`config.mk`:
```
export PLATFORM = sky130hd
export DESIGN_NAME = sync_framed_packet_deframer_crc16_flat
export DESIGN_NICKNAME = d
export VERILOG_FILES = /design/src/rtl/sfpd_pkg.sv /design/src/rtl/sfpd_if.sv /design/src/rtl/sync_framed_packet_deframer_crc16.sv /design/src/flat_wrapper.sv
export SDC_FILE = /design/constraint.sdc
export NUM_CORES = 1
export LEC_CHECK = 0
export BUFFER_PORTS_ARGS = -buffer_cell sky130_fd_sc_hd__buf_4
export CAP_MARGIN = 20
export CELL_PAD_IN_SITES_DETAIL_PLACEMENT = 0
export CELL_PAD_IN_SITES_GLOBAL_PLACEMENT = 2
export CORE_ASPECT_RATIO = 0.75
export CORE_UTILIZATION = 34
export CTS_CLUSTER_DIAMETER = 30
export DETAILED_ROUTE_END_ITERATION = 7
export PLACE_DENSITY = 0.89
export REMOVE_ABC_BUFFERS = 1
export SLEW_MARGIN = 20
export SYNTH_ARGS = -nofsm -noshare
export SYNTH_HDL_FRONTEND = slang
export SYNTH_SLANG_ARGS = --single-unit
```
`constraint.sdc`:
```
create_clock -name i_clk -period 4 [get_ports i_clk]
set_input_delay 0.4 -clock i_clk [delete_from_list [all_inputs] [get_ports i_clk]]
set_output_delay 0.4 -clock i_clk [all_outputs]
set_load 0.005 [all_outputs]
```
`src/rtl/sfpd_pkg.sv`:
```
// Package for the framed packet deframer.
// Holds the parse phase type, the result struct, framing constants and the CRC helper.
// No dependencies.
package sfpd_pkg;

    localparam int unsigned BYTE_W    = 8;
    localparam int unsigned LEN_W     = 16;
    localparam int unsigned CRC_W     = 16;
    localparam int unsigned CNT_W     = 16;
    localparam int unsigned CFG_IDX_W = 2;
    localparam int unsigned CFG_DAT_W = 16;

    localparam logic [BYTE_W-1:0] START_FIRST  = 8'hA5;
    localparam logic [BYTE_W-1:0] START_SECOND = 8'h5A;
    localparam logic [CRC_W-1:0]  CRC_INIT     = 16'hFFFF;
    localparam logic [CRC_W-1:0]  CRC_TOP      = 16'h8000;
    localparam logic [CRC_W-1:0]  CRC_POLY     = 16'h1021;

    localparam logic [BYTE_W-1:0] EXP_VERSION_RST = 8'd1;
    localparam logic [LEN_W-1:0]  MAX_LENGTH_RST  = 16'd908;

    localparam logic [CFG_IDX_W-1:0] CFG_EXP_VERSION = 2'd0;
    localparam logic [CFG_IDX_W-1:0] CFG_MAX_LENGTH  = 2'd1;

    localparam logic [1:0] HDR_VERSION = 2'd0;
    localparam logic [1:0] HDR_TYPE    = 2'd1;
    localparam logic [1:0] HDR_LEN_LO  = 2'd2;
    localparam logic [1:0] HDR_LEN_HI  = 2'd3;

    typedef enum logic [2:0] {
        PH_HUNT1   = 3'd0,
        PH_HUNT2   = 3'd1,
        PH_HEADER  = 3'd2,
        PH_PAYLOAD = 3'd3,
        PH_CHECK   = 3'd4
    } t_phase;

    typedef struct packed {
        logic              payload_valid;
        logic [BYTE_W-1:0] payload_byte;
        logic [LEN_W-1:0]  payload_index;
        logic              frame_done;
        logic              frame_good;
        logic [BYTE_W-1:0] message_type;
        logic [LEN_W-1:0]  frame_length;
        logic              header_rejected;
        logic [CNT_W-1:0]  crc_error_total;
        logic [CNT_W-1:0]  resync_total;
    } t_result;

    // One byte of CRC-16/CCITT-FALSE, MSB first, eight shift steps.
    function automatic logic [CRC_W-1:0] crc_byte(input logic [CRC_W-1:0] crc,
                                                  input logic [BYTE_W-1:0] b);
        logic [CRC_W-1:0] c;
        c = crc ^ {b, {(CRC_W-BYTE_W){1'b0}}};
        for (int k = 0; k < BYTE_W; k++) begin
            if ((c & CRC_TOP) != '0) begin
                c = {c[CRC_W-2:0], 1'b0} ^ CRC_POLY;
            end else begin
                c = {c[CRC_W-2:0], 1'b0};
            end
        end
        return c;
    endfunction

endpackage

```
`src/rtl/sfpd_if.sv`:
```
// Handshake interfaces of the framed packet deframer: byte input, result output
// and register write channel. Depends on sfpd_pkg.
interface sfpd_byte_if import sfpd_pkg::*; ();
    logic              valid;
    logic              ready;
    logic [BYTE_W-1:0] rx_byte;
    modport source (output valid, output rx_byte, input ready);
    modport sink   (input valid, input rx_byte, output ready);
endinterface

interface sfpd_res_if import sfpd_pkg::*; ();
    logic              valid;
    logic              ready;
    logic              payload_valid;
    logic [BYTE_W-1:0] payload_byte;
    logic [LEN_W-1:0]  payload_index;
    logic              frame_done;
    logic              frame_good;
    logic [BYTE_W-1:0] message_type;
    logic [LEN_W-1:0]  frame_length;
    logic              header_rejected;
    logic [CNT_W-1:0]  crc_error_total;
    logic [CNT_W-1:0]  resync_total;
    modport source (output valid, output payload_valid, output payload_byte,
                    output payload_index, output frame_done, output frame_good,
                    output message_type, output frame_length, output header_rejected,
                    output crc_error_total, output resync_total, input ready);
    modport sink   (input valid, input payload_valid, input payload_byte,
                    input payload_index, input frame_done, input frame_good,
                    input message_type, input frame_length, input header_rejected,
                    input crc_error_total, input resync_total, output ready);
endinterface

interface sfpd_cfg_if import sfpd_pkg::*; ();
    logic                 valid;
    logic                 ready;
    logic [CFG_IDX_W-1:0] index;
    logic [CFG_DAT_W-1:0] data;
    modport source (output valid, output index, output data, input ready);
    modport sink   (input valid, input index, input data, output ready);
endinterface

```
`src/rtl/sync_framed_packet_deframer_crc16.sv`:
```
// Top level of the framed packet deframer: start-pair hunt, header check,
// payload pass-through and CRC-16/CCITT-FALSE check. Depends on sfpd_pkg, sfpd_if.
// The result is registered: it appears in the cycle after its byte is accepted.
// Throughput: one byte per cycle while results are taken; a held result stalls input.
// The parse state and byte-wide CRC update are combinational; one register holds the result.
// Reset (synchronous, active low) returns to hunting, clears counters and loads
// the register defaults (version 1, length limit 908).
module sync_framed_packet_deframer_crc16 import sfpd_pkg::*; (
    input  logic     i_clk,
    input  logic     i_rst_n,
    sfpd_byte_if.sink   i_rx,
    sfpd_res_if.source  o_res,
    sfpd_cfg_if.sink    i_cfg
);

    // Configuration registers. Writes are always taken; unknown indexes drop.
    logic [BYTE_W-1:0] r_exp_version;
    logic [LEN_W-1:0]  r_max_length;

    assign i_cfg.ready = 1'b1;

    always_ff @(posedge i_clk) begin
        if (!i_rst_n) begin
            r_exp_version <= EXP_VERSION_RST;
            r_max_length  <= MAX_LENGTH_RST;
        end else if (i_cfg.valid) begin
            case (i_cfg.index)
                CFG_EXP_VERSION: r_exp_version <= i_cfg.data[BYTE_W-1:0];
                CFG_MAX_LENGTH:  r_max_length  <= i_cfg.data[LEN_W-1:0];
                default: ;
            endcase
        end
    end

    // Parse state. Everything here advances only when a byte is accepted.
    t_phase            r_phase,     n_phase;
    logic [1:0]        r_hdr_cnt,   n_hdr_cnt;
    logic [BYTE_W-1:0] r_version,   n_version;
    logic [BYTE_W-1:0] r_type,      n_type;
    logic [BYTE_W-1:0] r_len_lo,    n_len_lo;
    logic [LEN_W-1:0]  r_len,       n_len;
    logic [LEN_W-1:0]  r_pay_cnt,   n_pay_cnt;
    logic [BYTE_W-1:0] r_chk_lo,    n_chk_lo;
    logic              r_chk_cnt,   n_chk_cnt;
    logic [CRC_W-1:0]  r_crc,       n_crc;
    logic [CNT_W-1:0]  r_crc_err,   n_crc_err;
    logic [CNT_W-1:0]  r_resync,    n_resync;

    // Output register, which lets a new byte in while the last result is taken.
    t_result r_res, n_res;
    logic    r_res_valid;

    logic              in_fire;
    logic [BYTE_W-1:0] b;
    logic [LEN_W-1:0]  hdr_len;
    logic              hdr_reject;
    logic [LEN_W-1:0]  pay_cnt_inc;
    logic [CRC_W-1:0]  crc_upd;

    assign i_rx.ready = !r_res_valid || o_res.ready;
    assign in_fire    = i_rx.valid && i_rx.ready;
    assign b          = i_rx.rx_byte;

    // Decode used by the phase logic and the datapath; crc_upd is used by the datapath only.
    assign hdr_len     = {b, r_len_lo};
    assign hdr_reject  = (r_hdr_cnt == HDR_LEN_HI) &&
                         ((r_version != r_exp_version) || (hdr_len > r_max_length));
    assign pay_cnt_inc = r_pay_cnt + 1'b1;
    assign crc_upd     = crc_byte(r_crc, b);

    // Next phase.
    always_comb begin
        n_phase = r_phase;
        case (r_phase)
            PH_HUNT2: begin
                if (b == START_SECOND) begin
                    n_phase = PH_HEADER;
                end else if (b != START_FIRST) begin
                    n_phase = PH_HUNT1;
                end
            end
            PH_HEADER: begin
                if (r_hdr_cnt == HDR_LEN_HI) begin
                    if (hdr_reject) begin
                        n_phase = PH_HUNT1;
                    end else if (hdr_len != '0) begin
                        n_phase = PH_PAYLOAD;
                    end else begin
                        n_phase = PH_CHECK;
                    end
                end
            end
            PH_PAYLOAD: begin
                if (pay_cnt_inc == r_len) begin
                    n_phase = PH_CHECK;
                end
            end
            PH_CHECK: begin
                if (r_chk_cnt) begin
                    n_phase = PH_HUNT1;
                end
            end
            default: begin
                // Hunting for the first start byte, and any unused phase code.
                n_phase = (b == START_FIRST) ? PH_HUNT2 : PH_HUNT1;
            end
        endcase
    end

    // Datapath and result fields.
    always_comb begin
        n_hdr_cnt = r_hdr_cnt;
        n_version = r_version;
        n_type    = r_type;
        n_len_lo  = r_len_lo;
        n_len     = r_len;
        n_pay_cnt = r_pay_cnt;
        n_chk_lo  = r_chk_lo;
        n_chk_cnt = r_chk_cnt;
        n_crc     = r_crc;
        n_crc_err = r_crc_err;
        n_resync  = r_resync;
        n_res     = '0;

        case (r_phase)
            PH_HUNT2: begin
                if (b == START_SECOND) begin
                    n_hdr_cnt = '0;
                    n_crc     = CRC_INIT;
                end
            end
            PH_HEADER: begin
                n_crc = crc_upd;
                case (r_hdr_cnt)
                    HDR_VERSION: n_version = b;
                    HDR_TYPE:    n_type    = b;
                    HDR_LEN_LO:  n_len_lo  = b;
                    default: begin
                        n_len     = hdr_len;
                        n_pay_cnt = '0;
                        n_chk_cnt = 1'b0;
                        if (hdr_reject) begin
                            n_hdr_cnt            = '0;
                            n_resync             = r_resync + 1'b1;
                            n_res.header_rejected = 1'b1;
                        end
                    end
                endcase
                if (r_hdr_cnt != HDR_LEN_HI) begin
                    n_hdr_cnt = r_hdr_cnt + 1'b1;
                end
            end
            PH_PAYLOAD: begin
                n_crc               = crc_upd;
                n_pay_cnt           = pay_cnt_inc;
                n_res.payload_valid = 1'b1;
                n_res.payload_byte  = b;
                n_res.payload_index = r_pay_cnt;
                if (pay_cnt_inc == r_len) begin
                    n_chk_cnt = 1'b0;
                end
            end
            PH_CHECK: begin
                if (!r_chk_cnt) begin
                    n_chk_lo  = b;
                    n_chk_cnt = 1'b1;
                end else begin
                    n_res.frame_done = 1'b1;
                    if ({b, r_chk_lo} == r_crc) begin
                        n_res.frame_good = 1'b1;
                    end else begin
                        n_crc_err = r_crc_err + 1'b1;
                    end
                    n_hdr_cnt = '0;
                    n_pay_cnt = '0;
                    n_chk_cnt = 1'b0;
                end
            end
            default: ;
        endcase

        // Header fields and totals report the state after this byte.
        n_res.message_type    = n_type;
        n_res.frame_length    = n_len;
        n_res.crc_error_total = n_crc_err;
        n_res.resync_total    = n_resync;
    end

    always_ff @(posedge i_clk) begin
        if (!i_rst_n) begin
            r_phase   <= PH_HUNT1;
            r_hdr_cnt <= '0;
            r_version <= '0;
            r_type    <= '0;
            r_len_lo  <= '0;
            r_len     <= '0;
            r_pay_cnt <= '0;
            r_chk_lo  <= '0;
            r_chk_cnt <= 1'b0;
            r_crc     <= CRC_INIT;
            r_crc_err <= '0;
            r_resync  <= '0;
        end else if (in_fire) begin
            r_phase   <= n_phase;
            r_hdr_cnt <= n_hdr_cnt;
            r_version <= n_version;
            r_type    <= n_type;
            r_len_lo  <= n_len_lo;
            r_len     <= n_len;
            r_pay_cnt <= n_pay_cnt;
            r_chk_lo  <= n_chk_lo;
            r_chk_cnt <= n_chk_cnt;
            r_crc     <= n_crc;
            r_crc_err <= n_crc_err;
            r_resync  <= n_resync;
        end
    end

    // Result register: loads on every accepted byte, empties when taken.
    always_ff @(posedge i_clk) begin
        if (!i_rst_n) begin
            r_res_valid <= 1'b0;
        end else if (in_fire) begin
            r_res_valid <= 1'b1;
        end else if (o_res.ready) begin
            r_res_valid <= 1'b0;
        end
    end

    always_ff @(posedge i_clk) begin
        if (in_fire) begin
            r_res <= n_res;
        end
    end

    assign o_res.valid           = r_res_valid;
    assign o_res.payload_valid   = r_res.payload_valid;
    assign o_res.payload_byte    = r_res.payload_byte;
    assign o_res.payload_index   = r_res.payload_index;
    assign o_res.frame_done      = r_res.frame_done;
    assign o_res.frame_good      = r_res.frame_good;
    assign o_res.message_type    = r_res.message_type;
    assign o_res.frame_length    = r_res.frame_length;
    assign o_res.header_rejected = r_res.header_rejected;
    assign o_res.crc_error_total = r_res.crc_error_total;
    assign o_res.resync_total    = r_res.resync_total;

endmodule
```
`src/flat_wrapper.sv`:
```
// flat-port wrapper written by rule: the top's interface ports become plain ports
module sync_framed_packet_deframer_crc16_flat import sfpd_pkg::*;
  (i_clk, i_rst_n, i_rx_valid, i_rx_rx_byte, i_rx_ready, o_res_valid, o_res_payload_valid, o_res_payload_byte, o_res_payload_index, o_res_frame_done, o_res_frame_good, o_res_message_type, o_res_frame_length, o_res_header_rejected, o_res_crc_error_total, o_res_resync_total, o_res_ready, i_cfg_valid, i_cfg_index, i_cfg_data, i_cfg_ready);
  sfpd_byte_if i_rx_i ();
  sfpd_res_if o_res_i ();
  sfpd_cfg_if i_cfg_i ();
  input  logic i_clk;
  input  logic i_rst_n;
  input wire logic [$bits(i_rx_i.valid)-1:0] i_rx_valid;
  input wire logic [$bits(i_rx_i.rx_byte)-1:0] i_rx_rx_byte;
  output wire logic [$bits(i_rx_i.ready)-1:0] i_rx_ready;
  output wire logic [$bits(o_res_i.valid)-1:0] o_res_valid;
  output wire logic [$bits(o_res_i.payload_valid)-1:0] o_res_payload_valid;
  output wire logic [$bits(o_res_i.payload_byte)-1:0] o_res_payload_byte;
  output wire logic [$bits(o_res_i.payload_index)-1:0] o_res_payload_index;
  output wire logic [$bits(o_res_i.frame_done)-1:0] o_res_frame_done;
  output wire logic [$bits(o_res_i.frame_good)-1:0] o_res_frame_good;
  output wire logic [$bits(o_res_i.message_type)-1:0] o_res_message_type;
  output wire logic [$bits(o_res_i.frame_length)-1:0] o_res_frame_length;
  output wire logic [$bits(o_res_i.header_rejected)-1:0] o_res_header_rejected;
  output wire logic [$bits(o_res_i.crc_error_total)-1:0] o_res_crc_error_total;
  output wire logic [$bits(o_res_i.resync_total)-1:0] o_res_resync_total;
  input wire logic [$bits(o_res_i.ready)-1:0] o_res_ready;
  input wire logic [$bits(i_cfg_i.valid)-1:0] i_cfg_valid;
  input wire logic [$bits(i_cfg_i.index)-1:0] i_cfg_index;
  input wire logic [$bits(i_cfg_i.data)-1:0] i_cfg_data;
  output wire logic [$bits(i_cfg_i.ready)-1:0] i_cfg_ready;
  assign i_rx_i.valid = i_rx_valid;
  assign i_rx_i.rx_byte = i_rx_rx_byte;
  assign i_rx_ready = i_rx_i.ready;
  assign o_res_valid = o_res_i.valid;
  assign o_res_payload_valid = o_res_i.payload_valid;
  assign o_res_payload_byte = o_res_i.payload_byte;
  assign o_res_payload_index = o_res_i.payload_index;
  assign o_res_frame_done = o_res_i.frame_done;
  assign o_res_frame_good = o_res_i.frame_good;
  assign o_res_message_type = o_res_i.message_type;
  assign o_res_frame_length = o_res_i.frame_length;
  assign o_res_header_rejected = o_res_i.header_rejected;
  assign o_res_crc_error_total = o_res_i.crc_error_total;
  assign o_res_resync_total = o_res_i.resync_total;
  assign o_res_i.ready = o_res_ready;
  assign i_cfg_i.valid = i_cfg_valid;
  assign i_cfg_i.index = i_cfg_index;
  assign i_cfg_i.data = i_cfg_data;
  assign i_cfg_ready = i_cfg_i.ready;
  sync_framed_packet_deframer_crc16 u_core (.i_clk(i_clk), .i_rst_n(i_rst_n), .i_rx(i_rx_i), .o_res(o_res_i), .i_cfg(i_cfg_i));
endmodule
```
; After elaboration in Yosys (flattened, before gate mapping)
; Cells that the tools add are included.
[classes]
add_sub_neg = 4
order_cmp = 1
eq_ne = 23
muxes = 48
bitwise_logic = 11
n_reduce_logical = 26
[op_table]
columns = operator, n
row1 = $mux W16, 11
row2 = $mux W13, 8
row3 = $add A16 B1 Y16 const B, 3
row4 = $pmux W16 S3, 1
row5 = $eq A16 B16 Y1, 2
row6 = $pmux W16 S2, 1
row7 = $mux W25, 1
row8 = $not A3 Y3, 8
row9 = $mux W3, 7
row10 = $gt A16 B16 Y1, 1
row11 = $mux W8, 2
row12 = $reduce_bool A16 Y1, 1
row13 = $xor A16 B16 Y16, 1
row14 = $mux W2, 6
row15 = $pmux W3 S4, 1
row16 = $reduce_and A3 Y1, 4
row17 = $eq A8 B7 Y1 const B, 1
row18 = $eq A8 B8 Y1 const B, 1
row19 = $mux W1, 8
row20 = $ne A2 B1 Y1 const B, 4
row21 = $ne A8 B8 Y1, 1
row22 = $ne A8 B8 Y1 const B, 1
row23 = $reduce_and A4 Y1, 2
row24 = $eq A3 B2 Y1 const B, 2
row25 = other kinds (23), 35
[word_totals]
register_bits = 227
inputBits = 31
wordCells = 138

; Longest topological paths before layout
; Gate-level depths: netlist of the first run.
[logic_depth]
ltp_word = 18
ltp_mapped = 10
ltp_nobuf = 9

; Worst setup path before layout of the first run
; OpenSTA, ideal clock, no wires.
[synth_path]
path_type = input to register
startpoint = in o_res_ready
endpoint = reg u_core.r_res, in the netlist u_core.o_res.crc_error_total[0] (enable)
t_arrival_ns = 3.598
required_ns = 3.519
slack_ns = -0.079
cell_stages = 5
path_buffers = 2
cell_sequence = nand2b_1 -> nand2_1 -> inv_2 -> clkbuf_1 -> buf_1
[synth_via]
elab_chain_len = 2
[synth_rtl]
columns = item, line
row1 = "start, declared", flat_wrapper.sv:23  ; input wire logic [$bits(o_res_i.ready)-1:0] o_res_ready;
row2 = $logic_or A1 B1 Y1, sync_framed_packet_deframer_crc16.sv:60  ; assign i_rx.ready = !r_res_valid || o_res.ready;
row3 = $logic_and A1 B1 Y1, sync_framed_packet_deframer_crc16.sv:61  ; assign in_fire = i_rx.valid && i_rx.ready;
row4 = named net u_core.in_fire, sync_framed_packet_deframer_crc16.sv:53  ; logic in_fire;
row5 = "end signal, assigned", sync_framed_packet_deframer_crc16.sv:232  ; r_res <= n_res;
row6 = "end, declared", sync_framed_packet_deframer_crc16.sv:50  ; t_result r_res, n_res;
; The timed path passes the listed nets, and every way through them passes these cells.
; A chain may end at the register's enable or synchronous reset.

; Worst setup path after layout of the first run
[layout_path]
startpoint = reg u_core.r_pay_cnt[5]
endpoint = reg u_core.r_chk_cnt
[layout_via]
elab_chain_len = 4
[layout_rtl]
columns = item, line
row1 = "start, declared", sync_framed_packet_deframer_crc16.sv:42  ; logic [LEN_W-1:0] r_pay_cnt, n_pay_cnt;
row2 = "start signal, assigned", sync_framed_packet_deframer_crc16.sv:210  ; r_pay_cnt <= n_pay_cnt;
row3 = $add A16 B1 Y16, sync_framed_packet_deframer_crc16.sv:68  ; assign pay_cnt_inc = r_pay_cnt + 1'b1;
row4 = $eq A16 B16 Y1, sync_framed_packet_deframer_crc16.sv:159  ; if (pay_cnt_inc == r_len) begin
row5 = $ne A2 B1 Y1 (no line), n/a
row6 = $reduce_and A4 Y1 (no line), n/a
row7 = "end signal, assigned", sync_framed_packet_deframer_crc16.sv:212  ; r_chk_cnt <= n_chk_cnt;
row8 = "end, declared", sync_framed_packet_deframer_crc16.sv:44  ; logic r_chk_cnt, n_chk_cnt;
; Every way passes these cells.

==> results of run 1 <==
[worst max-delay path, cell delays in order (launching register included)]
cell      delay, ns
dfxtp_1        0.61
nand3_1        0.26
or4_1          0.51
and3_1         0.18
or4_4          0.54
o41ai_4        0.35
a21oi_1        0.12
a211oi_1       0.21
[routing by layer]
layer  track usage  part of all wire  vias to the layer above  wire length [um]
li1              -                 -                     4179                 -
met1         0.245              0.49                     3952             13500
met2         0.258              0.42                      233             11600
met3        0.0425             0.068                       51              1870
met4        0.0483             0.021                        0               585
met5             0                 0                        -                 0
[placed cells by master (no fill, tap or decap), types with 6 or more instances in the layout]
cell	count
o21ai_0	33
ha_1	23
mux2_2	25
o21ai_1	12
and3_1	37
clkbuf_1	8
buf_4	136
xor2_1	47
a21oi_1	64
and2_1	11
nand3_1	42
inv_6	7
nor4_1	11
nor2_1	133
and4_1	10
dfxtp_1	143
nand2b_1	6
xnor2_1	59
nand4_1	18
or3_1	16
nor3_1	39
mux2i_1	34
o211ai_1	8
nand2_1	103
edfxtp_1	84
or4_1	6
inv_1	28
clkbuf_16	44
[worst max path at each step]
| stage | to | cells past startpoint | start |
|---|---|---|---|
| after floorplan | u_core.r_resync[9]$_SDFFE_PN0P_ | 6 | u_core.r_phase[1]$_SDFFE_PN0P_ |
| after global placement | u_core.o_res.resync_total[1]$_DFFE_PP_ | 9 | i_rx_rx_byte[6] |
| after detailed placement | u_core.o_res.resync_total[1]$_DFFE_PP_ | 9 | i_rx_rx_byte[6] |
| after CTS | u_core.r_phase[2]$_SDFFE_PN0P_ | 8 | u_core.r_pay_cnt[0]$_SDFFE_PN0P_ |
| after global routing | u_core.r_phase[2]$_SDFFE_PN0P_ | 8 | u_core.r_pay_cnt[0]$_SDFFE_PN0P_ |
| final | u_core.r_chk_cnt$_SDFFE_PN0P_ | 7 | u_core.r_pay_cnt[5]$_SDFFE_PN0P_ |
[flip-flops by register name, indices dropped and copies added (netlist names), 2 cells and up]
signal	flops
u_core.r_pay_cnt	16
u_core.r_exp_version	8
u_core.o_res.resync_total	16
u_core.o_res.message_type	8
u_core.r_resync	16
u_core.r_type	8
u_core.r_chk_lo	8
u_core.r_len_lo	8
u_core.r_version	8
u_core.r_hdr_cnt	2
u_core.r_len	16
u_core.r_phase	3
u_core.o_res.payload_index	16
u_core.o_res.crc_error_total	16
u_core.o_res.payload_byte	8
u_core.r_crc_err	16
u_core.r_crc	16
u_core.o_res.frame_length	16
u_core.r_max_length	16
[logic make-up after synthesis]
logic type               synth area share
AND/OR/NAND/NOR                     0.204
other                            0.000349
flip-flops                          0.501
buffers and inverters              0.0374
adder cells (fa/ha/maj)            0.0268
XOR/XNOR                           0.0864
AO/OA/AOI/OAI                      0.0848
multiplexers                       0.0589
[stage by stage]
step	instances	cell area, um^2
6_report	1669	13500
5_1_grt	1669	13500
4_1_cts	1669	13500
3_5_place_dp	1587	12000
3_3_place_gp	1587	12000
2_1_floorplan	1052	10500
[layout make-up]
| cell class | instances | area share |
|---|---|---|
| timing repair buffer | 136 | 0.0757 |
| tap | 399 | 0.0370 |
| clock inverter | 29 | 0.0240 |
| clock buffer | 53 | 0.0849 |
| multi-input combinational | 794 | 0.370 |
| sequential | 227 | 0.399 |
| inverter | 31 | 0.00891 |
[power by group through the flow]
stage / Sequential [mW] / Combinational, mW / Clock (mW)
2_1_floorplan: 2.58 / 0.233 / 0
3_3_place_gp: 2.58 / 0.463 / 0
3_5_place_dp: 2.58 / 0.466 / 0
4_1_cts: 2.53 / 0.469 / 3.67
5_1_grt: 2.54 / 0.518 / 3.79
6_report: 2.53 / 0.465 / 3.60
==> run_results.csv, run 1 <==
group,metric,value,unit
run_status,status,"finished clean",
yosys,synth_top_area_cell,"dfxtp_1",
global_route,grt_pass1_vias,8151,
cts,cts_root_buf,"clkbuf_16",
layout,antenna_cells,0,
route,routed_via_density,5.04,
layout,regArea,5390,um^2
yosys,seq_area_frac_synth,0.501,
sta,hold_viol_final,0,
power,p_seq_frac,0.384,
critical_path,reg2reg_from,"u_core.r_pay_cnt[5]$_SDFFE_PN0P_",
layout,syn_to_final_growth,25.4,%
power,p_comb_frac,0.070,
critical_path,critPathKind,"reg2reg",
die,die_x,207,um
yosys,ys_async_sr_fraction,0,
sta,max_freq,349,MHz
global_route,grt-ovfl-total,0,
layout,final_nets,1288,
route,drc,0,
die,start_util,0.351,
critical_path,required,4.45,ns
sta,slew_headroom,0.484,
cts,cts_buffers,44,
sta,holdWs,0.0854,ns
worst_hold_path,hp-class,"in2reg",
power,p_leak,5.38,nW
power,swShare,0.248,
yosys,synth_area,10700,um^2
power,pwr_density_cell,489,nW/um^2
critical_path,r2r-end,"u_core.r_chk_cnt$_SDFFE_PN0P_",
global_route,grt_pass1_wl,44500,um
route,wl_per_cell,16.5,um
yosys,ys_top_cells_by_area,"dfxtp_1, edfxtp_1, xnor2_1",
cts,holdBufCountCts,0,
global_route,grtUsageTotal,0.172,
job,cap_violations,0,
power,ir_worst_vdd,0.000272,V
yosys,synth_ff_type,"dfxtp_1",
global_route,antenna_found_initial,0,
die,num_io_pins,118,
sta,rsz0062_at_grt,"no",
critical_path,r2r_cells,7,
power,p_int,4.96,mW
route,dr.pass1.iters,5,
sta,worst_pin_slew,0.774,ns
critical_path,cp.arrival,3.31,ns
layout,multi_input_area,4990,um^2
yosys,syn_avg_cell_area,9.55,um^2
route,totalWireLength,27600,um
yosys,ys_ff_latch,227,
cts,cts_tree,"done",
critical_path,crit_path_max_fanout,13,
layout,utilization,0.440,
worst_hold_path,worstHoldEndpoint,"u_core.r_max_length[9]$_SDFFE_PN1P_",
layout,fillers,2933,
worst_hold_path,min_path_cells,3,
die,fp.dieH,156,um
critical_path,end_kind,"register",
sta,timing.final.ws_setup,1.14,ns
sta,period_needed,2.86,ns
die,coreArea,30600,um^2
cts,clkSinkCount,227,
route,ant_nets,0,
cts,postCtsSetupBuffers,0,
cts,clk_latency,0.55,ns
route,dr_total_vias,8415,
sta,worst_clock_skew,0.0261,ns
yosys,synthTopCellsByCount,"dfxtp_1, nor2_1, nand2_1",
global_route,grt_max_degree,68,
place,gp_congestion,0.854,
worst_hold_path,hold_path.startpoint,"i_cfg_data[9]",
sta,slew_viol_final,0,
yosys,synth_enable_flop_cells,84,
place,dp_slack,1.03,ns
power,p_clk_frac,0.546,
yosys,yosysMostFrequentCell,"dfxtp_1",
place,io_buffers,116,
cts,cts_max_level,2,
yosys,yosysTopAreaCellShare,0.266,
cts,post_cts_resized,0,
critical_path,r2r_slack,1.14,ns
cts,clk_pin_slew,0.06,ns
critical_path,cp-start-kind,"register",
route,drt_iter0_drc,456,
place,hpwl,18500,um
yosys,yosysUniqueCellTypes,58,
sta,tns,0,ns
cts,cts_max_path_buffers,3,
yosys,syn_inst,1125,
power,p_total,6.60,mW
die,die_area,32300,um^2
die,rows,55,
sta,fin_crit_sh,0.716,
sta,setup_viol,0,
layout,drive_gt1_frac,0.194,
power,power_switching,1.64,mW
yosys,ys_warn_count,0,
No activity file was read; power rests on OpenSTA's default activity.
==> run 2: changes to the inputs <==
- clock period: 4 -> 2.4 ns (I/O delays scaled with it)
==> run_results.csv, run 2 (synthesis results as in run 1) <==
group,metric,value,unit
critical_path,required,2.87,ns
place,gp_congestion,0.877,
job,cap_violations,0,
cts,cts_max_path_buffers,3,
critical_path,cp.buffers_inverters,4,
route,routed_via_density,5.01,
cts,cts_max_level,2,
place,hpwl,20200,um
die,rows,55,
place,io_buffers,116,
sta,fin_crit_sh,1.07,
critical_path,crit_path_end,"u_core.r_resync[11]$_SDFFE_PN0P_",
route,wl_per_cell,16.8,um
run_status,violations,"setup timing",
power,power_switching,2.91,mW
critical_path,cp-startpoint,"u_core.r_max_length[1]$_SDFFE_PN0P_",
die,coreArea,30600,um^2
critical_path,end_kind,"register",
cts,clk_latency,0.54,ns
route,dr_total_vias,8991,
cts,cts_tree,"done",
die,die_area,32300,um^2
sta,worst_clock_skew,0.0200,ns
layout,final_cell_mix,"buf_4, nor2_1, dfxtp_1",
layout,final_common_cell,"buf_4",
sta,setup_viol,37,
run_status,status,"finished, violations left",
die,fp.dieH,156,um
place,place_area,12800,um^2
sta,max_freq,390,MHz
power,p_comb_frac,0.077,
cts,clkSinkCount,227,
critical_path,cp-start-kind,"register",
power,swShare,0.244,
power,pwr_density_cell,791,nW/um^2
layout,fillers,2764,
critical_path,r2r_slack,-0.17,ns
place,dp.cells,1683,
critical_path,reg2reg_from,"u_core.r_max_length[1]$_SDFFE_PN0P_",
critical_path,r2r-end,"u_core.r_resync[11]$_SDFFE_PN0P_",
sta,rsz0062_at_grt,"yes",
power,p_leak,6.16,nW
cts,clk_pin_slew,0.05,ns
critical_path,r2r_cells,12,
route,dr.pass1.iters,5,
power,p_seq_frac,0.353,
critical_path,worst-path-stages,12,
layout,final_nets,1413,
layout,drive_gt1_frac,0.298,
sta,worst_pin_slew,0.749,ns
critical_path,critPathKind,"reg2reg",
route,drc,0,
sta,hold_viol_final,0,
power,ir_worst_vdd,0.000447,V
layout,fin_area,15100,um^2
sta,holdWs,0.0278,ns
critical_path,cp.arrival,3.04,ns
global_route,grt_pass1_vias,8810,
route,drt_iter0_drc,528,
place,dp_slack,-0.272,ns
critical_path,slowest_delay,0.58,ns
sta,slew_headroom,0.500,
cts,cts_root_buf,"clkbuf_16",
sta,timing.final.ws_setup,-0.167,ns
layout,instances_no_fill,1796,
worst_hold_path,hp-class,"in2reg",
die,die_x,207,um
power,p_total,11.9,mW
sta,tns,-3.39,ns
route,totalWireLength,30200,um
global_route,grt_max_degree,56,
die,num_io_pins,118,
global_route,grt_pass1_wl,48300,um
critical_path,cp_slowest_cell,"or4b_4",
worst_hold_path,hold_path.startpoint,"o_res_ready",
power,p_int,9.02,mW
global_route,grtUsageTotal,0.189,
power,p_clk_frac,0.570,
critical_path,timing.critical_path.mode_cell,"buf_6",
global_route,antenna_found_initial,0,
critical_path,crit_path_max_fanout,6,
cts,cts_buffers,48,
layout,syn_to_final_growth,40.4,%
sta,period_needed,2.57,ns
sta,slew_viol_final,0,
global_route,grt-ovfl-total,0,
critical_path,crit_family,"compound AO/OA/AOI/OAI gates",
layout,antenna_cells,0,
critical_path,cp_cell_sequence,"inv_2 -> ha_4 -> nor2b_1 -> o211ai_1 -> a211oi_2 -> or4b_4 -> buf_6 -> a31oi_4 -> buf_6 -> buf_16 -> o21ai_2 -> a21oi_2",
die,start_util,0.351,
route,ant_nets,0,
layout,utilization,0.493,
## run 2: how the worst min path moves through the flow
stage / end / depth (start not counted)
4_1_cts: u_core.o_res.valid$_SDFFE_PN0P_ / 3
3_5_place_dp: u_core.r_max_length[15]$_SDFFE_PN0P_ / 2
3_3_place_gp: u_core.r_max_length[10]$_SDFFE_PN0P_ / 2
6_report: u_core.o_res.valid$_SDFFE_PN0P_ / 3
5_1_grt: u_core.o_res.valid$_SDFFE_PN0P_ / 3
2_1_floorplan: u_core.r_crc[0]$_SDFFE_PN1P_ / 1
## run 2: power by group through the flow
stage	sequential (mW)	clock [mW]	combinational (mW)
after floorplan	4.29	0	0.388
after global placement	4.29	0	0.863
after detailed placement	4.29	0	0.863
after CTS	4.22	6.92	0.908
after global routing	4.23	7.13	1.01
final	4.22	6.80	0.914
## run 2: cell type report
cell class,instances,area [um^2],area share
Sequential cell,227,5400,0.358
Clock buffer,52,1280,0.0849
Clock inverter,36,399,0.0265
Multi-Input combinational cell,794,5240,0.347
Timing Repair Buffer,257,2150,0.142
Inverter,31,120,0.00796
Tap cell,399,499,0.0331
## run 2: repair_timing
action / 4_1_cts / 5_1_grt
endpoints found under the hold margin: 25 / 0
setup endpoints to repair: 50 / 39
pin swaps: 13 / 13
cloned: 3 / 0
setup buffers: 3 / 2
gates resized for setup: 47 / 25
hold buffers: 17 / 0
## run 2: metal layers
layer	share of wire	vias up	routed length, um	global-route usage
met5	0	-	0	0
met3	0.067	44	2010	0.0501
met1	0.50	4284	15000	0.267
met4	0.017	0	500	0.0540
li1	-	4447	-	-
met2	0.42	216	12700	0.281
## run 2: tightest hold or removal path: stages
cell	delay [ns]
buf_4	0.08
nand2b_1	0.13
a21oi_1	0.07
==> run 3: changes to the inputs <==
--- a/config.mk
+++ b/config.mk
@@ -15,2 +15,3 @@
 export DETAILED_ROUTE_END_ITERATION = 7
+export HOLD_SLACK_MARGIN = 0.06
 export PLACE_DENSITY = 0.89
==> constraint.sdc (replaced) <==
create_clock -name i_clk -period 2.4 [get_ports i_clk]
set_input_delay 0.36 -clock i_clk [delete_from_list [all_inputs] [get_ports i_clk]]
set_output_delay 0.36 -clock i_clk [all_outputs]
set_load 0.005 [all_outputs]
==> run_results.csv, run 3 (synthesis results as in run 1) <==
group,metric,value,unit
critical_path,cp.arrival,2.83,ns
critical_path,cp_slowest_cell,"or4b_4",
cts,clk_latency,0.54,ns
critical_path,cp-startpoint,"u_core.r_max_length[5]$_SDFFE_PN0P_",
power,power_switching,2.71,mW
global_route,grt_max_degree,49,
power,p_int,9.11,mW
critical_path,cp_cell_sequence,"inv_2 -> ha_4 -> a211o_1 -> a21oi_2 -> nor2_1 -> or4b_4 -> a31oi_4 -> buf_12 -> buf_8 -> nor3_2 -> xor2_1",
sta,timing.final.ws_setup,-0.149,ns
die,die_area,32300,um^2
cts,cts_buffers,44,
sta,slew_headroom,0.554,
route,drc,0,
layout,fillers,2819,
global_route,antenna_found_initial,0,
sta,rsz0062_at_grt,"yes",
power,p_clk_frac,0.567,
worst_hold_path,min_path_cells,3,
critical_path,crit_family,"simple AND/OR/NAND/NOR gates",
route,dr.pass1.iters,5,
route,wl_per_cell,16.8,um
global_route,grtUsageTotal,0.185,
route,totalWireLength,29900,um
cts,cts_max_path_buffers,3,
die,num_io_pins,118,
worst_hold_path,hold_path.startpoint,"i_cfg_data[14]",
layout,antenna_cells,0,
cts,cts_root_buf,"clkbuf_16",
run_status,violations,"setup timing",
sta,period_needed,2.55,ns
global_route,grt-ovfl-total,0,
critical_path,critPathKind,"reg2reg",
layout,instances_no_fill,1778,
sta,worst_clock_skew,0.0151,ns
critical_path,crit_path_max_fanout,7,
route,ant_nets,0,
place,io_buffers,116,
sta,fin_crit_sh,1.06,
cts,clkSinkCount,227,
sta,setup_viol,37,
sta,holdWs,0.0822,ns
critical_path,required,2.68,ns
critical_path,worst-path-stages,11,
sta,hold_viol_final,0,
die,coreArea,30600,um^2
critical_path,cp-start-kind,"register",
route,routed_via_density,5.05,
critical_path,reg2reg_from,"u_core.r_max_length[5]$_SDFFE_PN0P_",
route,drt_iter0_drc,468,
power,p_leak,6.08,nW
critical_path,slowest_delay,0.55,ns
die,fp.dieH,156,um
power,swShare,0.230,
sta,slew_viol_final,0,
cts,cts_max_level,2,
worst_hold_path,hp-class,"in2reg",
critical_path,r2r_cells,11,
layout,final_cell_mix,"buf_4, dfxtp_1, nor2_1",
die,die_x,207,um
place,gp_congestion,0.905,
sta,max_freq,392,MHz
power,p_comb_frac,0.076,
cts,clk_pin_slew,0.05,ns
power,p_total,11.8,mW
layout,fin_area,14900,um^2
die,rows,55,
place,hpwl,20300,um
global_route,grt_pass1_vias,8682,
place,dp.cells,1679,
layout,drive_gt1_frac,0.287,
power,pwr_density_cell,793,nW/um^2
layout,final_common_cell,"buf_4",
critical_path,end_kind,"register",
run_status,status,"finished, violations left",
layout,final_nets,1397,
cts,cts_tree,"done",
power,ir_worst_vdd,0.000526,V
die,start_util,0.351,
global_route,grt_pass1_wl,47200,um
place,place_area,12800,um^2
layout,syn_to_final_growth,38.7,%
route,dr_total_vias,8974,
critical_path,cp.buffers_inverters,3,
sta,worst_pin_slew,0.666,ns
power,p_seq_frac,0.357,
job,cap_violations,0,
sta,tns,-3.61,ns
## run 3: cell types whose count changed in the layout (fill, tap and decap cells not counted), moves of 5 or more
cell | before | now
bufinv_16 | 5 | 10
clkinv_1 | 1 | 6
a21oi_1 | 56 | 61
dlygate4sd3_1 | 17 | 7
o21ai_2 | 6 | 0
nor2_1 | 133 | 128
clkbuf_16 | 51 | 46
## run 3: area by class of cell
class                   count  area [um^2]  share of cell area
flip-flops and latches    227         5400               0.362
multi-input cells         794         5230               0.351
clock buffers              47         1140              0.0767
clock inverters            35          487              0.0327
repair buffers            245         2020               0.136
well taps                 399          499              0.0335
inverters                  31          120             0.00806
## run 3: metrics by stage
| step | setup WS, ns | utilization |
|---|---|---|
| 3_3_place_gp | -0.344 | 0.418 |
| 3_5_place_dp | -0.365 | 0.418 |
| 4_1_cts | -0.177 | 0.480 |
| 2_1_floorplan | -1.85 | - |
| 5_1_grt | -0.234 | 0.487 |
| 6_report | -0.149 | 0.487 |
## run 3: final timing paths
path	slack (ns)	endpoint
worst max register to register	-0.15	u_core.o_res.resync_total[9]$_DFFE_PP_
worst max-delay path	-0.15	u_core.o_res.resync_total[9]$_DFFE_PP_
worst min register to register	0.45	u_core.r_max_length[4]$_SDFFE_PN0P_
worst min-delay path	0.08	u_core.r_max_length[14]$_SDFFE_PN0P_
## run 3: layer usage
| metal | track usage | routed length [um] | vias to the layer above |
|---|---|---|---|
| met2 | 0.278 | 12700 | 221 |
| met1 | 0.266 | 14900 | 4313 |
| met4 | 0.0458 | 403 | 0 |
| met5 | 0 | 0 | - |
| met3 | 0.0453 | 1920 | 38 |
| li1 | - | - | 4402 |
## run 3: timing repair
action                                  in CTS  in global routing
endpoints found under the setup margin      40                 41
setup buffers                                6                  3
gates cloned                                 0                  1
endpoints found under the hold margin        7                  0
pin swaps                                   12                 14
gates resized for setup                     38                 26
hold buffers                                 7                  0
## run 3: tightest hold or removal path, delay by kind of cell
family / cells / cell delay [ns]
buf+inv: 1 / 0.11
compound gates: 1 / 0.05
simple gates: 1 / 0.05
## run 3: power by group through the flow
stage                     Sequential (mW)  Combinational, mW  Clock (mW)
after floorplan                      4.29              0.388           0
after global placement               4.29              0.867           0
after detailed placement             4.29              0.875           0
after CTS                            4.22              0.899        6.83
after global routing                 4.23              0.996        7.02
final                                4.22              0.903        6.70
